## src/tss_pkg.sv

```systemverilog
// Shared types and constants for the thermal session sequencer.
`timescale 1ns / 1ps
package tss_pkg;

  localparam int unsigned MaxSessionsDef = 5;
  localparam int unsigned TargetW        = 12;
  localparam int unsigned LevelW         = 7;
  localparam int unsigned TempW          = 13;
  localparam int unsigned IdxW           = 3;
  localparam int unsigned CountW         = 32;
  localparam int unsigned TableSlots     = 5;
  localparam int unsigned TargetsW       = TargetW * TableSlots;
  localparam int unsigned LevelsW        = LevelW * TableSlots;
  localparam int unsigned CfgIdxW        = 2;

  localparam logic [LevelW-1:0] LevelMax = 7'd100;

  // 26, 29, 31, 33, 36 degC in 1/16 degC, session 0 highest
  localparam logic [TargetsW-1:0] TargetsRst = 60'h1A0_1D0_1F0_210_240;
  localparam logic [LevelsW-1:0]  LevelsRst  = {7'd40, 7'd40, 7'd60, 7'd40, 7'd40};
  localparam logic [TempW-1:0]    StopRst    = 13'd616;
  localparam logic [IdxW-1:0]     CountRst   = 3'd5;

  typedef enum logic [CfgIdxW-1:0] {
    CFG_TARGETS = 2'd0,
    CFG_LEVELS  = 2'd1,
    CFG_STOP    = 2'd2,
    CFG_COUNT   = 2'd3
  } cfg_idx_e;

  typedef enum logic [2:0] {
    PH_WAIT  = 3'd0,
    PH_LOG   = 3'd1,
    PH_COOL  = 3'd2,
    PH_READY = 3'd3,
    PH_DONE  = 3'd4
  } phase_e;

  typedef enum logic [2:0] {
    BZ_NONE   = 3'd0,
    BZ_STOP   = 3'd1,
    BZ_TRIPLE = 3'd2,
    BZ_FINISH = 3'd3,
    BZ_COOL   = 3'd4,
    BZ_READY  = 3'd5
  } buzzer_e;

  typedef struct packed {
    phase_e              phase;
    logic [IdxW-1:0]     session;
    logic [CountW-1:0]   count;
    logic                door_was_open;
    logic [LevelW-1:0]   heater;
  } tss_state_t;

  typedef struct packed {
    logic [TargetsW-1:0]    targets;
    logic [LevelsW-1:0]     levels;
    logic signed [TempW-1:0] stop_temp;
    logic [IdxW-1:0]        count;
  } tss_cfg_t;

  typedef struct packed {
    logic                    sensor_ok;
    logic signed [TempW-1:0] temperature;
    logic                    door_ajar;
  } tss_sample_t;

  typedef struct packed {
    logic [LevelW-1:0] heater_level;
    buzzer_e           buzzer_cmd;
    logic              record_valid;
    logic [LevelW-1:0] record_level;
    phase_e            phase;
    logic [IdxW-1:0]   session_index;
    logic [CountW-1:0] sample_count;
  } tss_result_t;

endpackage

```

## src/tss_step.sv

```systemverilog
// Next-state and result logic for one temperature sample.
`timescale 1ns / 1ps
module tss_step import tss_pkg::*; #(
  parameter int unsigned MAX_SESSIONS = MaxSessionsDef
) (
  input  tss_state_t  state_i,
  input  tss_cfg_t    cfg_i,
  input  tss_sample_t sample_i,
  output tss_state_t  state_o,
  output tss_result_t result_o
);

  localparam logic [IdxW-1:0] LastIdx = IdxW'(MAX_SESSIONS - 1);
  localparam logic [IdxW-1:0] NumSess = IdxW'(MAX_SESSIONS);

  logic [IdxW-1:0]          cur_idx, nxt_raw, nxt_idx, in_use;
  logic [IdxW:0]            nxt_sum;
  logic signed [TempW-1:0]  cur_target, nxt_target;
  logic [LevelW-1:0]        lvl_raw, cur_level;
  logic [LevelW-1:0]        heat;
  buzzer_e                  buzzer;
  logic                     rec;
  logic [LevelW-1:0]        rec_level;
  tss_state_t               nxt;

  always_comb begin
    cur_idx = (state_i.session >= NumSess) ? LastIdx : state_i.session;
    nxt_sum = {1'b0, state_i.session} + {{IdxW{1'b0}}, 1'b1};
    nxt_raw = (nxt_sum >= {1'b0, NumSess}) ? LastIdx : nxt_sum[IdxW-1:0];
    nxt_idx = nxt_raw;
    in_use  = cfg_i.count;
    if (in_use == '0) begin
      in_use = IdxW'(1);
    end
    if (in_use > NumSess) begin
      in_use = NumSess;
    end
    cur_target = TempW'($signed(cfg_i.targets[cur_idx * TargetW +: TargetW]));
    nxt_target = TempW'($signed(cfg_i.targets[nxt_idx * TargetW +: TargetW]));
    lvl_raw    = cfg_i.levels[cur_idx * LevelW +: LevelW];
    cur_level  = (lvl_raw > LevelMax) ? LevelMax : lvl_raw;
  end

  always_comb begin
    nxt       = state_i;
    buzzer    = BZ_NONE;
    rec       = 1'b0;
    rec_level = '0;
    heat      = state_i.heater;
    if (sample_i.sensor_ok) begin
      if (sample_i.door_ajar) begin
        heat = '0;
      end
      unique case (state_i.phase)
        PH_WAIT: begin
          heat = '0;
          if (sample_i.temperature <= cur_target) begin
            nxt.phase = PH_LOG;
            nxt.count = '0;
            buzzer    = BZ_TRIPLE;
          end
        end
        PH_LOG: begin
          if (!sample_i.door_ajar) begin
            heat = cur_level;
          end
          nxt.count = state_i.count + CountW'(1);
          rec       = 1'b1;
          rec_level = sample_i.door_ajar ? '0 : cur_level;
          if (sample_i.temperature >= cfg_i.stop_temp) begin
            heat = '0;
            if (nxt_sum >= {1'b0, in_use}) begin
              nxt.phase = PH_DONE;
              buzzer    = BZ_FINISH;
            end else begin
              nxt.phase = PH_COOL;
              buzzer    = BZ_COOL;
            end
          end
        end
        PH_COOL: begin
          heat = '0;
          if (sample_i.temperature <= nxt_target) begin
            nxt.phase = PH_READY;
            buzzer    = BZ_READY;
          end
        end
        PH_READY: begin
          heat = '0;
          if (!sample_i.door_ajar && state_i.door_was_open) begin
            nxt.session = nxt_raw;
            nxt.count   = '0;
            nxt.phase   = PH_LOG;
            buzzer      = BZ_TRIPLE;
          end
        end
        default: begin
          heat = '0;
        end
      endcase
      nxt.heater        = heat;
      nxt.door_was_open = sample_i.door_ajar;
    end
  end

  assign state_o = nxt;

  always_comb begin
    result_o.heater_level  = nxt.heater;
    result_o.buzzer_cmd    = buzzer;
    result_o.record_valid  = rec;
    result_o.record_level  = rec_level;
    result_o.phase         = nxt.phase;
    result_o.session_index = nxt.session;
    result_o.sample_count  = nxt.count;
  end

endmodule

```

## src/thermal_session_sequencer.sv

```systemverilog
// Top level of the thermal session sequencer: handshakes, registers and result stage.
// One sample beat is taken every clock cycle while in_ready_o is high; each result is
// offered once its sample has passed the input register, the single compare-and-select
// step and the result register. Samples keep flowing while a result waits to be taken,
// and stall only when both the input register and the result register hold a beat and
// the result is not being taken in that cycle. Configuration writes take effect at once;
// the user must make them only while the block is idle; the block does not check it.
`timescale 1ns / 1ps
module thermal_session_sequencer import tss_pkg::*; #(
  parameter int unsigned MAX_SESSIONS = MaxSessionsDef
) (
  input  logic                     clk_i,
  input  logic                     rst_ni,
  input  logic                     cfg_we_i,
  input  logic [CfgIdxW-1:0]       cfg_idx_i,
  input  logic [TargetsW-1:0]      cfg_wdata_i,
  input  logic                     in_valid_i,
  output logic                     in_ready_o,
  input  logic                     sensor_ok_i,
  input  logic signed [TempW-1:0]  temperature_i,
  input  logic                     door_ajar_i,
  output logic                     out_valid_o,
  input  logic                     out_ready_i,
  output logic [LevelW-1:0]        heater_level_o,
  output logic [2:0]               buzzer_cmd_o,
  output logic                     record_valid_o,
  output logic [LevelW-1:0]        record_level_o,
  output logic [2:0]               phase_o,
  output logic [IdxW-1:0]          session_index_o,
  output logic [CountW-1:0]        sample_count_o
);

  tss_cfg_t    cfg_q;
  tss_state_t  state_q, state_d;
  tss_sample_t smp_q;
  logic        smp_vld_q;
  tss_result_t res_q, res_d;
  logic        res_vld_q;
  logic        res_free, advance;

  assign res_free   = !res_vld_q || out_ready_i;
  assign advance    = smp_vld_q && res_free;
  assign in_ready_o = !smp_vld_q || advance;

  always_ff @(posedge clk_i or negedge rst_ni) begin
    if (!rst_ni) begin
      cfg_q.targets   <= TargetsRst;
      cfg_q.levels    <= LevelsRst;
      cfg_q.stop_temp <= StopRst;
      cfg_q.count     <= CountRst;
    end else if (cfg_we_i) begin
      unique case (cfg_idx_e'(cfg_idx_i))
        CFG_TARGETS: cfg_q.targets   <= cfg_wdata_i;
        CFG_LEVELS:  cfg_q.levels    <= cfg_wdata_i[LevelsW-1:0];
        CFG_STOP:    cfg_q.stop_temp <= cfg_wdata_i[TempW-1:0];
        CFG_COUNT:   cfg_q.count     <= cfg_wdata_i[IdxW-1:0];
        default: begin
        end
      endcase
    end
  end

  // input beat register
  always_ff @(posedge clk_i or negedge rst_ni) begin
    if (!rst_ni) begin
      smp_vld_q <= 1'b0;
    end else if (in_ready_o) begin
      smp_vld_q <= in_valid_i;
    end
  end

  always_ff @(posedge clk_i) begin
    if (in_valid_i && in_ready_o) begin
      smp_q.sensor_ok   <= sensor_ok_i;
      smp_q.temperature <= temperature_i;
      smp_q.door_ajar   <= door_ajar_i;
    end
  end

  tss_step #(
    .MAX_SESSIONS(MAX_SESSIONS)
  ) u_step (
    .state_i (state_q),
    .cfg_i   (cfg_q),
    .sample_i(smp_q),
    .state_o (state_d),
    .result_o(res_d)
  );

  always_ff @(posedge clk_i or negedge rst_ni) begin
    if (!rst_ni) begin
      state_q.phase         <= PH_WAIT;
      state_q.session       <= '0;
      state_q.count         <= '0;
      state_q.door_was_open <= 1'b0;
      state_q.heater        <= '0;
      res_vld_q             <= 1'b0;
    end else begin
      if (advance) begin
        state_q <= state_d;
      end
      if (res_free) begin
        res_vld_q <= smp_vld_q;
      end
    end
  end

  always_ff @(posedge clk_i) begin
    if (advance) begin
      res_q <= res_d;
    end
  end

  assign out_valid_o     = res_vld_q;
  assign heater_level_o  = res_q.heater_level;
  assign buzzer_cmd_o    = res_q.buzzer_cmd;
  assign record_valid_o  = res_q.record_valid;
  assign record_level_o  = res_q.record_level;
  assign phase_o         = res_q.phase;
  assign session_index_o = res_q.session_index;
  assign sample_count_o  = res_q.sample_count;

endmodule

```

## config.mk

```make
export PLATFORM = sky130hd
export DESIGN_NAME = thermal_session_sequencer
export DESIGN_NICKNAME = d
export VERILOG_FILES = /design/src/tss_pkg.sv /design/src/tss_step.sv /design/src/thermal_session_sequencer.sv
export SDC_FILE = /design/constraint.sdc
export NUM_CORES = 1
export LEC_CHECK = 0
export BUFFER_PORTS_ARGS = -buffer_cell sky130_fd_sc_hd__buf_2
export CORE_MARGIN = 4
export CORE_UTILIZATION = 45
export DETAILED_ROUTE_END_ITERATION = 8
export SKIP_LAST_GASP = 1
export SYNTH_ARGS = -nofsm -noshare
export SYNTH_HDL_FRONTEND = slang
export SYNTH_SLANG_ARGS = --single-unit
```

## constraint.sdc

```tcl
create_clock -name clk_i -period 7.7 [get_ports clk_i]
set_clock_uncertainty 0.2 [all_clocks]
set_input_delay 0 -clock clk_i [delete_from_list [all_inputs] [get_ports clk_i]]
set_output_delay 0 -clock clk_i [all_outputs]
set_load 0.005 [all_outputs]
```

==> summary.md, run 1 <==
| Metric | Value |
|---|---|
| Mean Syn Cell Area | `12.31 µm²` |
| Post-synth EDFFs | `71` |
| Final Setup Violations | `0` |
| Area leader, netlist | `dfrtp_1` |
| Vias in the first global route | `8378` |
| Syn_nets | `between 1000 and 1500` |
| Die width | `around 170 µm` |
| Initial Utilization | `0.4592` |
| Routed wire per std cell | `20.42 µm` |
| Fin crit share | `0.7714` |
| Share of cells above drive strength 1 | `0.3165` |
| Hold worst-path end | `smp_q[0]` |
| I/O Buffers | `139` |
| Placed cells | `approximately 1400` |
| GR Overflow Total | `0` |
| HP Class | `in2reg` |
| Num CTS Buffers | `25` |
| Relative slew slack | `0.3200` |
| Die area | `28480 µm²` |
| Num ports | `140` |
| Setup TNS | `0 ns` |
| Via count | `8575` |
| Crit path required time | `7.85 ns` |
| Cell Area, Synth | `between 10000 and 15000 µm²` |
| First-pass GRT wire length | `~49000 µm` |
| Worst reg2reg path endpoint | `phase_o[0]` |
| Hold path depth | `2` |
| RR Startpoint | `state_q[41]` |
| Fin cells | `1521` |
| WS Path Type | `reg2reg` |
| Endpoint kind of the worst setup timing path | `register` |
| Cells taking the most area after synthesis | `dfrtp_1 27%, edfxtp_1 18%, mux2_2 11%` |
| CTS tree | `done` |
| Yosys top cell area share | `0.2689` |
| Max-cap viol count | `0` |
| Reg2reg setup slack | `roughly 1.8 ns` |
| Count of final hold-check violations | `0` |
| Most frequent cell after synthesis | `dfrtp_1` |
| Worst-path clk slew | `0.06 ns` |
| # clock sinks | `230` |
| RePlAce Congestion | `0.8636` |
| F_max | `168.4 MHz` |
| Most common flop cell mapped by yosys | `dfrtp_1` |
| Bufs on Longest Clock Path | `3` |
| Core footprint | `approximately 25000 µm²` |
| Setup crit start kind | `register` |
| Max VDD drop | `0.1586 mV` |
| Fin util | `0.5718` |
| Cells after Synth | `945` |
| Setup bufs post-CTS | `0` |
| Residual DRC count | `0` |
| Min Tclk post-route | `5.940 ns` |
| Status | `finished clean` |
| Post-DP HPWL | `21750 µm` |
| Number of library cell types mapped by synthesis | `60` |
| Synthesized flop and latch total | `230` |
| Via density | `5.638` |
| Slew @ Worst Pin | `just over 1 ns` |
| Total wire length | `31060 µm` |
| Antenna violations before repair | `0` |
| Worst skew pair latency | `0.52 ns` |
| Pwr dens | `294.5 nW/µm²` |
| Synthesis Warnings | `0` |
| H-Tree Depth | `1` |
| Worst EP arrival | `6.09 ns` |
| Number of placement rows | `58` |
| Sequential area share after synthesis | `0.5290` |
| Leakage | `a little over 6 nW` |
| Reg2reg path depth | `14` |
| Gr usage total | `0.2177` |
| Initial detailed-routing violation count | `628` |
| # diodes | `0` |
| Area Growth Syn to Fin | `24.51%` |
| RSZ-0062 raised after global routing | `false` |
| Die Height | `168.8 µm` |
| Largest net degree at the start of global routing | `about 70` |
| Critical Path Fanout Max | `21` |
| Nets@finish | `roughly 1300` |
| Hold_sp | `door_ajar_i` |
| Async S/R FF share, synth | `0.6913` |
| Max-slew violations | `0` |
| Routed Antenna Nets | `0` |
| DRT Pass-1 Iters | `7` |
| Top post-synthesis cells by count | `125 x dfrtp_1, 114 x mux2_2, 71 x edfxtp_1` |
| Root buf cell | `clkbuf_16` |
==> repair_timing <==
| action | CTS | global route |
|---|---|---|
| hold buffers | 98 | 0 |
| gates resized for setup | 0 | 0 |
| hold endpoints to repair | 218 | 0 |
==> worst max path at each step <==
stage	startpoint	slack, ns	end	cells past startpoint
final	state_q[41]	1.76	phase_o[0]	14
after global routing	state_q[41]	1.34	phase_o[0]	14
after CTS	state_q[41]	1.73	phase_o[0]	14
after detailed placement	state_q[41]	1.77	phase_o[0]	14
after global placement	state_q[41]	1.97	phase_o[0]	14
after floorplan	state_q[40]	3.41	phase_o[0]	15
==> metrics by stage <==
stage                     hold WS, ns  worst slack [ns]  cell area, µm²  power, W
final                         0.02670             1.760           14480  0.004265
after global routing         0.009207             1.337           14480  0.004517
after CTS                    0.009107             1.734           14480  0.004300
after detailed placement     -0.06878             1.772           12630  0.003008
after global placement       -0.05816             1.970           12630  0.002984
after floorplan               -0.4956             3.408           11630  0.002608
==> routing by layer <==
metal,vias to the layer above,global-route usage,part of all wire
met5,-,0,0
met4,0,0.06528,0.029
met3,51,0.03129,0.054
met2,280,0.3492,0.47
met1,4194,0.3100,0.45
li1,4050,-,-
==> kinds of logic (layout without fill, tap and decap cells) <==
logic type / after synthesis / in the layout / synth area share
AO/OA/AOI/OAI: 216 / 216 / 0.1182
AND/OR/NAND/NOR: 216 / 216 / 0.09316
buffers and inverters: 76 / 322 / 0.02732
multiplexers: 161 / 161 / 0.1831
adder cells (fa/ha/maj): 45 / 45 / 0.04841
flip-flops: 230 / 230 / 0.5290
XOR/XNOR: 1 / 1 / 0.0007531
==> state kept, by name, indices dropped and copies added, names as in the netlist <==
name             flops
buzzer_cmd_o         3
cfg_q              111
heater_level_o       7
out_valid_o          1
phase_o              3
record_level_o       7
record_valid_o       1
sample_count_o      32
session_index_o      3
smp_q               15
smp_vld_q            1
state_q             46
==> critical path, cell delays in order, from the launching register on <==
cell       delay, ns
dfrtp_1         0.95
inv_1           0.29
o211ai_1        0.27
o21ai_2         0.24
o21ai_2         0.89
mux4_2          0.61
a22oi_1         0.16
ha_1            0.27
a211oi_1        0.23
o221ai_1        0.15
a211oi_1        0.28
mux2_2          0.39
a2111oi_2       0.51
nor2_1          0.12
o21ai_0         0.20
==> layout make-up <==
cell class | instances | area [µm²]
clock inverters | 11 | 142.6
well taps | 330 | 412.9
multi-input cells | 639 | 5174
flip-flops and latches | 230 | 6153
fillers | 2113 | 10850
inverters | 29 | 108.9
clock buffers | 35 | 714.4
repair buffers | 247 | 1775
==> placed cells by master, fill, tap and decap left out, types with 5 or more instances in the layout <==
cell type / n
a211oi_1: 8
a21o_1: 8
a21oi_1: 59
a22o_1: 18
a22oi_1: 11
a31oi_1: 24
and2_1: 7
and3_1: 15
buf_2: 138
buf_4: 10
clkbuf_1: 6
clkbuf_16: 26
dfrtp_1: 125
dfstp_2: 34
dlygate4sd3_1: 97
edfxtp_1: 71
ha_1: 45
inv_1: 28
mux2_2: 114
mux2i_1: 17
mux4_2: 27
nand2_1: 58
nand2b_1: 12
nand3_1: 18
nand3b_1: 6
nand4_1: 19
nor2_1: 51
nor2b_1: 6
nor3_1: 14
o21a_1: 5
o21ai_0: 48
o31ai_1: 6
==> report_power, final <==
group / internal (W) / switching, W
combinational: 0.000662 / 0.000719
clock: 0.000750 / 0.000487
sequential: 0.00147 / 0.000176
(Power assumes the default switching activity.)
==> run 2, diff against run 1 <==
clock period = 5.56 ns   (was 7.7 ns; I/O delays follow)
==> run 2 against run 1 <==
Against the previous run:
- largest power group unchanged
- non-clock buffer count increased by 12
- routed wire length rose by 0.44%
- global-route usage grew 0.23 points
- via count up 0.17%
- sequential share of layout area down 0.44 points
- power up 42%
- combinational power rose by 44%
- flip-flop and latch count stayed put
==> summary.md, run 2 (same netlist as run 1, synthesis figures left out) <==
| Metric | Value |
|---|---|
| RePlAce Congestion | `0.8770 (was 0.8636)` |
| Residual DRC count | `0 (unchanged)` |
| Slowest-stage cell, CP | `o21ai_2 (was dfrtp_1)` |
| Via density | `5.596 (was 5.638)` |
| Vias in the first global route | `8607 (was 8378)` |
| Largest net degree at the start of global routing | `66 (was 71)` |
| Setup bufs post-CTS | `0 (unchanged)` |
| Crit path required time | `5.72 ns (was 7.85 ns)` |
| Die Height | `168.8 µm (unchanged)` |
| Post-DP HPWL | `22000 µm (was 21750 µm)` |
| Count of final hold-check violations | `0 (unchanged)` |
| Total wire length | `31200 µm (was 31060 µm)` |
| Commonest cells after routing, fill and taps aside | `138 x buf_2, 125 x dfrtp_1, 114 x mux2_2, 100 x dlygate4sd3_1, 71 x edfxtp_1 (was 138 x buf_2, 125 x dfrtp_1, 114 x mux2_2, 97 x dlygate4sd3_1, 71 x edfxtp_1)` |
| Routed Antenna Nets | `0 (unchanged)` |
| Worst EP arrival | `5.16 ns (was 6.09 ns)` |
| First-pass GRT wire length | `49650 µm (was 48730 µm)` |
| Fin util | `0.5777 (was 0.5718)` |
| Worst path max stage delay | `0.67 ns (was 0.95 ns)` |
| Setup TNS | `0 ns (unchanged)` |
| Share of cells above drive strength 1 | `0.3187 (was 0.3165)` |
| I/O Buffers | `139 (unchanged)` |
| Max-cap viol count | `0 (unchanged)` |
| Fin crit share | `0.8982 (was 0.7714)` |
| Root buf cell | `clkbuf_16 (unchanged)` |
| Initial Utilization | `0.4592 (unchanged)` |
| Critical Path Fanout Max | `16 (was 21)` |
| Relative slew slack | `0.3286 (was 0.3200)` |
| DP Area | `12690 µm² (was 12630 µm²)` |
| Routed wire per std cell | `20.33 µm (was 20.42 µm)` |
| GR Overflow Total | `0 (unchanged)` |
| Fin cells | `1535 (was 1521)` |
| Via count | `8590 (was 8575)` |
| Min Tclk post-route | `4.994 ns (was 5.940 ns)` |
| Most common cell after layout, fill and taps aside | `buf_2 (unchanged)` |
| Antenna violations before repair | `0 (unchanged)` |
| Num CTS Buffers | `26 (was 25)` |
| # clock sinks | `230 (unchanged)` |
| Gr usage total | `0.2200 (was 0.2177)` |
| Final instance area | `14630 µm² (was 14480 µm²)` |
| F_max | `200.2 MHz (was 168.4 MHz)` |
| Worst-path clk slew | `0.06 ns (about the same)` |
| Initial detailed-routing violation count | `575 (was 628)` |
| Leakage | `6.153 nW (was 6.078 nW)` |
| Area Growth Syn to Fin | `25.80% (was 24.51%)` |
| RSZ-0062 raised after global routing | `false (unchanged)` |
| Max-slew violations | `0 (unchanged)` |
| H-Tree Depth | `1 (unchanged)` |
| Max FFs per register | `111 (unchanged)` |
| Die width | `168.8 µm (unchanged)` |
| Post-CTS sizing | `0 (unchanged)` |
| Critical-path cell list | `inv_1 > o211ai_1 > o21ai_2 > o21ai_2 > mux4_2 > a22oi_1 > ha_1 > a211oi_1 > o221ai_1 > a211oi_1 > mux2_2 > a2111oi_2 > nor2_1 > o21ai_0 (unchanged)` |
| Largest reg by FF count | `cfg_q (unchanged)` |
| Status | `finished clean (unchanged)` |
| Placed cells | `1386 (was 1377)` |
| Nets@finish | `1312 (was 1299)` |
| Bufs on Longest Clock Path | `3 (unchanged)` |
| WS Path Type | `reg2reg (unchanged)` |
| DRT Pass-1 Iters | `5 (was 7)` |
| Endpoint kind of the worst setup timing path | `register (unchanged)` |
| Worst skew pair latency | `0.53 ns (was 0.52 ns)` |
| CTS tree | `done (unchanged)` |
| Core footprint | `25330 µm² (unchanged)` |
| Pwr dens | `415.0 nW/µm² (was 294.5 nW/µm²)` |
| Num ports | `140 (unchanged)` |
| Max VDD drop | `0.2673 mV (was 0.1586 mV)` |
| HP Class | `in2reg (unchanged)` |
| Slew @ Worst Pin | `1.006 ns (was 1.020 ns)` |
| Number of placement rows | `58 (unchanged)` |
| Setup crit start kind | `register (unchanged)` |
| # diodes | `0 (unchanged)` |
| Final Setup Violations | `0 (unchanged)` |
| Filler cells | `2092 (was 2113)` |
| Die area | `28480 µm² (unchanged)` |
[run 2: cell count changes in the layout (fill, tap and decap cells not counted), moves of 2 or more]
cell / before / now
clkinv_4: 2 / 0
clkbuf_16: 26 / 28
dlygate4sd3_1: 97 / 100
buf_4: 10 / 19
clkbuf_1: 6 / 9
clkinv_2: 3 / 1
[run 2: final timing paths]
check,start,endpoint,slack [ns],depth (start not counted)
max,state_q[41],phase_o[0],0.57,14
max reg2reg,state_q[41],phase_o[0],0.57,14
min reg2reg,smp_vld_q,out_valid_o,0.29,1
min in group asynchronous,rst_ni,cfg_q[32],0.40,3
min,temperature_i[0],smp_q[1],0.02,2
max in group asynchronous,rst_ni,state_q[23],3.86,4
[run 2: final cells by class]
type / instances / area (µm²) / area share
flip-flops and latches: 230 / 6153 / 0.4206
multi-input cells: 639 / 5170 / 0.3533
repair buffers: 259 / 1866 / 0.1275
clock buffers: 40 / 775.7 / 0.05302
well taps: 330 / 412.9 / 0.02822
clock inverters: 8 / 145.1 / 0.009920
inverters: 29 / 108.9 / 0.007440
[run 2: power by group]
part           switching (W)  internal, W  total [W]  leakage [nW]
Sequential          0.000213      0.00204    0.00225          2.62
Clock               0.000681      0.00114    0.00183         0.444
Combinational        0.00104     0.000951    0.00199          3.09
Total                0.00194      0.00413    0.00607          6.15
[run 2: metal layers]
metal  vias to the layer above  share of wire  GRT usage  wire, µm
met5                         -              0          0         0
met4                         0          0.027    0.05963       832
met3                        58          0.044    0.02872      1388
met2                       243           0.48     0.3590     14860
met1                      4225           0.45     0.3129     14120
li1                       4064              -          -         -
[run 2: what timing repair did]
action,in CTS,in global routing
hold buffers,101,0
endpoints found under the hold margin,264,0
endpoints found under the setup margin,0,0
[run 2: through the flow]
stage	hold slack, ns	setup WS (ns)	total power, W
6_report	0.02386	0.5660	0.006072
5_1_grt	0.01257	0.05638	0.006423
4_1_cts	0.006548	0.5541	0.006114
3_5_place_dp	-0.2637	0.6106	0.004201
3_3_place_gp	-0.2635	0.6790	0.004181
2_1_floorplan	-0.4956	1.268	0.003612
[run 2: critical path, delay by kind of cell, from the launching register on]
| family | cells | cell delay [ns] |
|---|---|---|
| muxes | 2 | 0.98 |
| DFF | 1 | 0.45 |
| buffers and inverters | 1 | 0.16 |
| adders and majority gates | 1 | 0.27 |
| AOI/OAI and AO/OA | 9 | 2.66 |
| and+or+nand+nor | 1 | 0.11 |
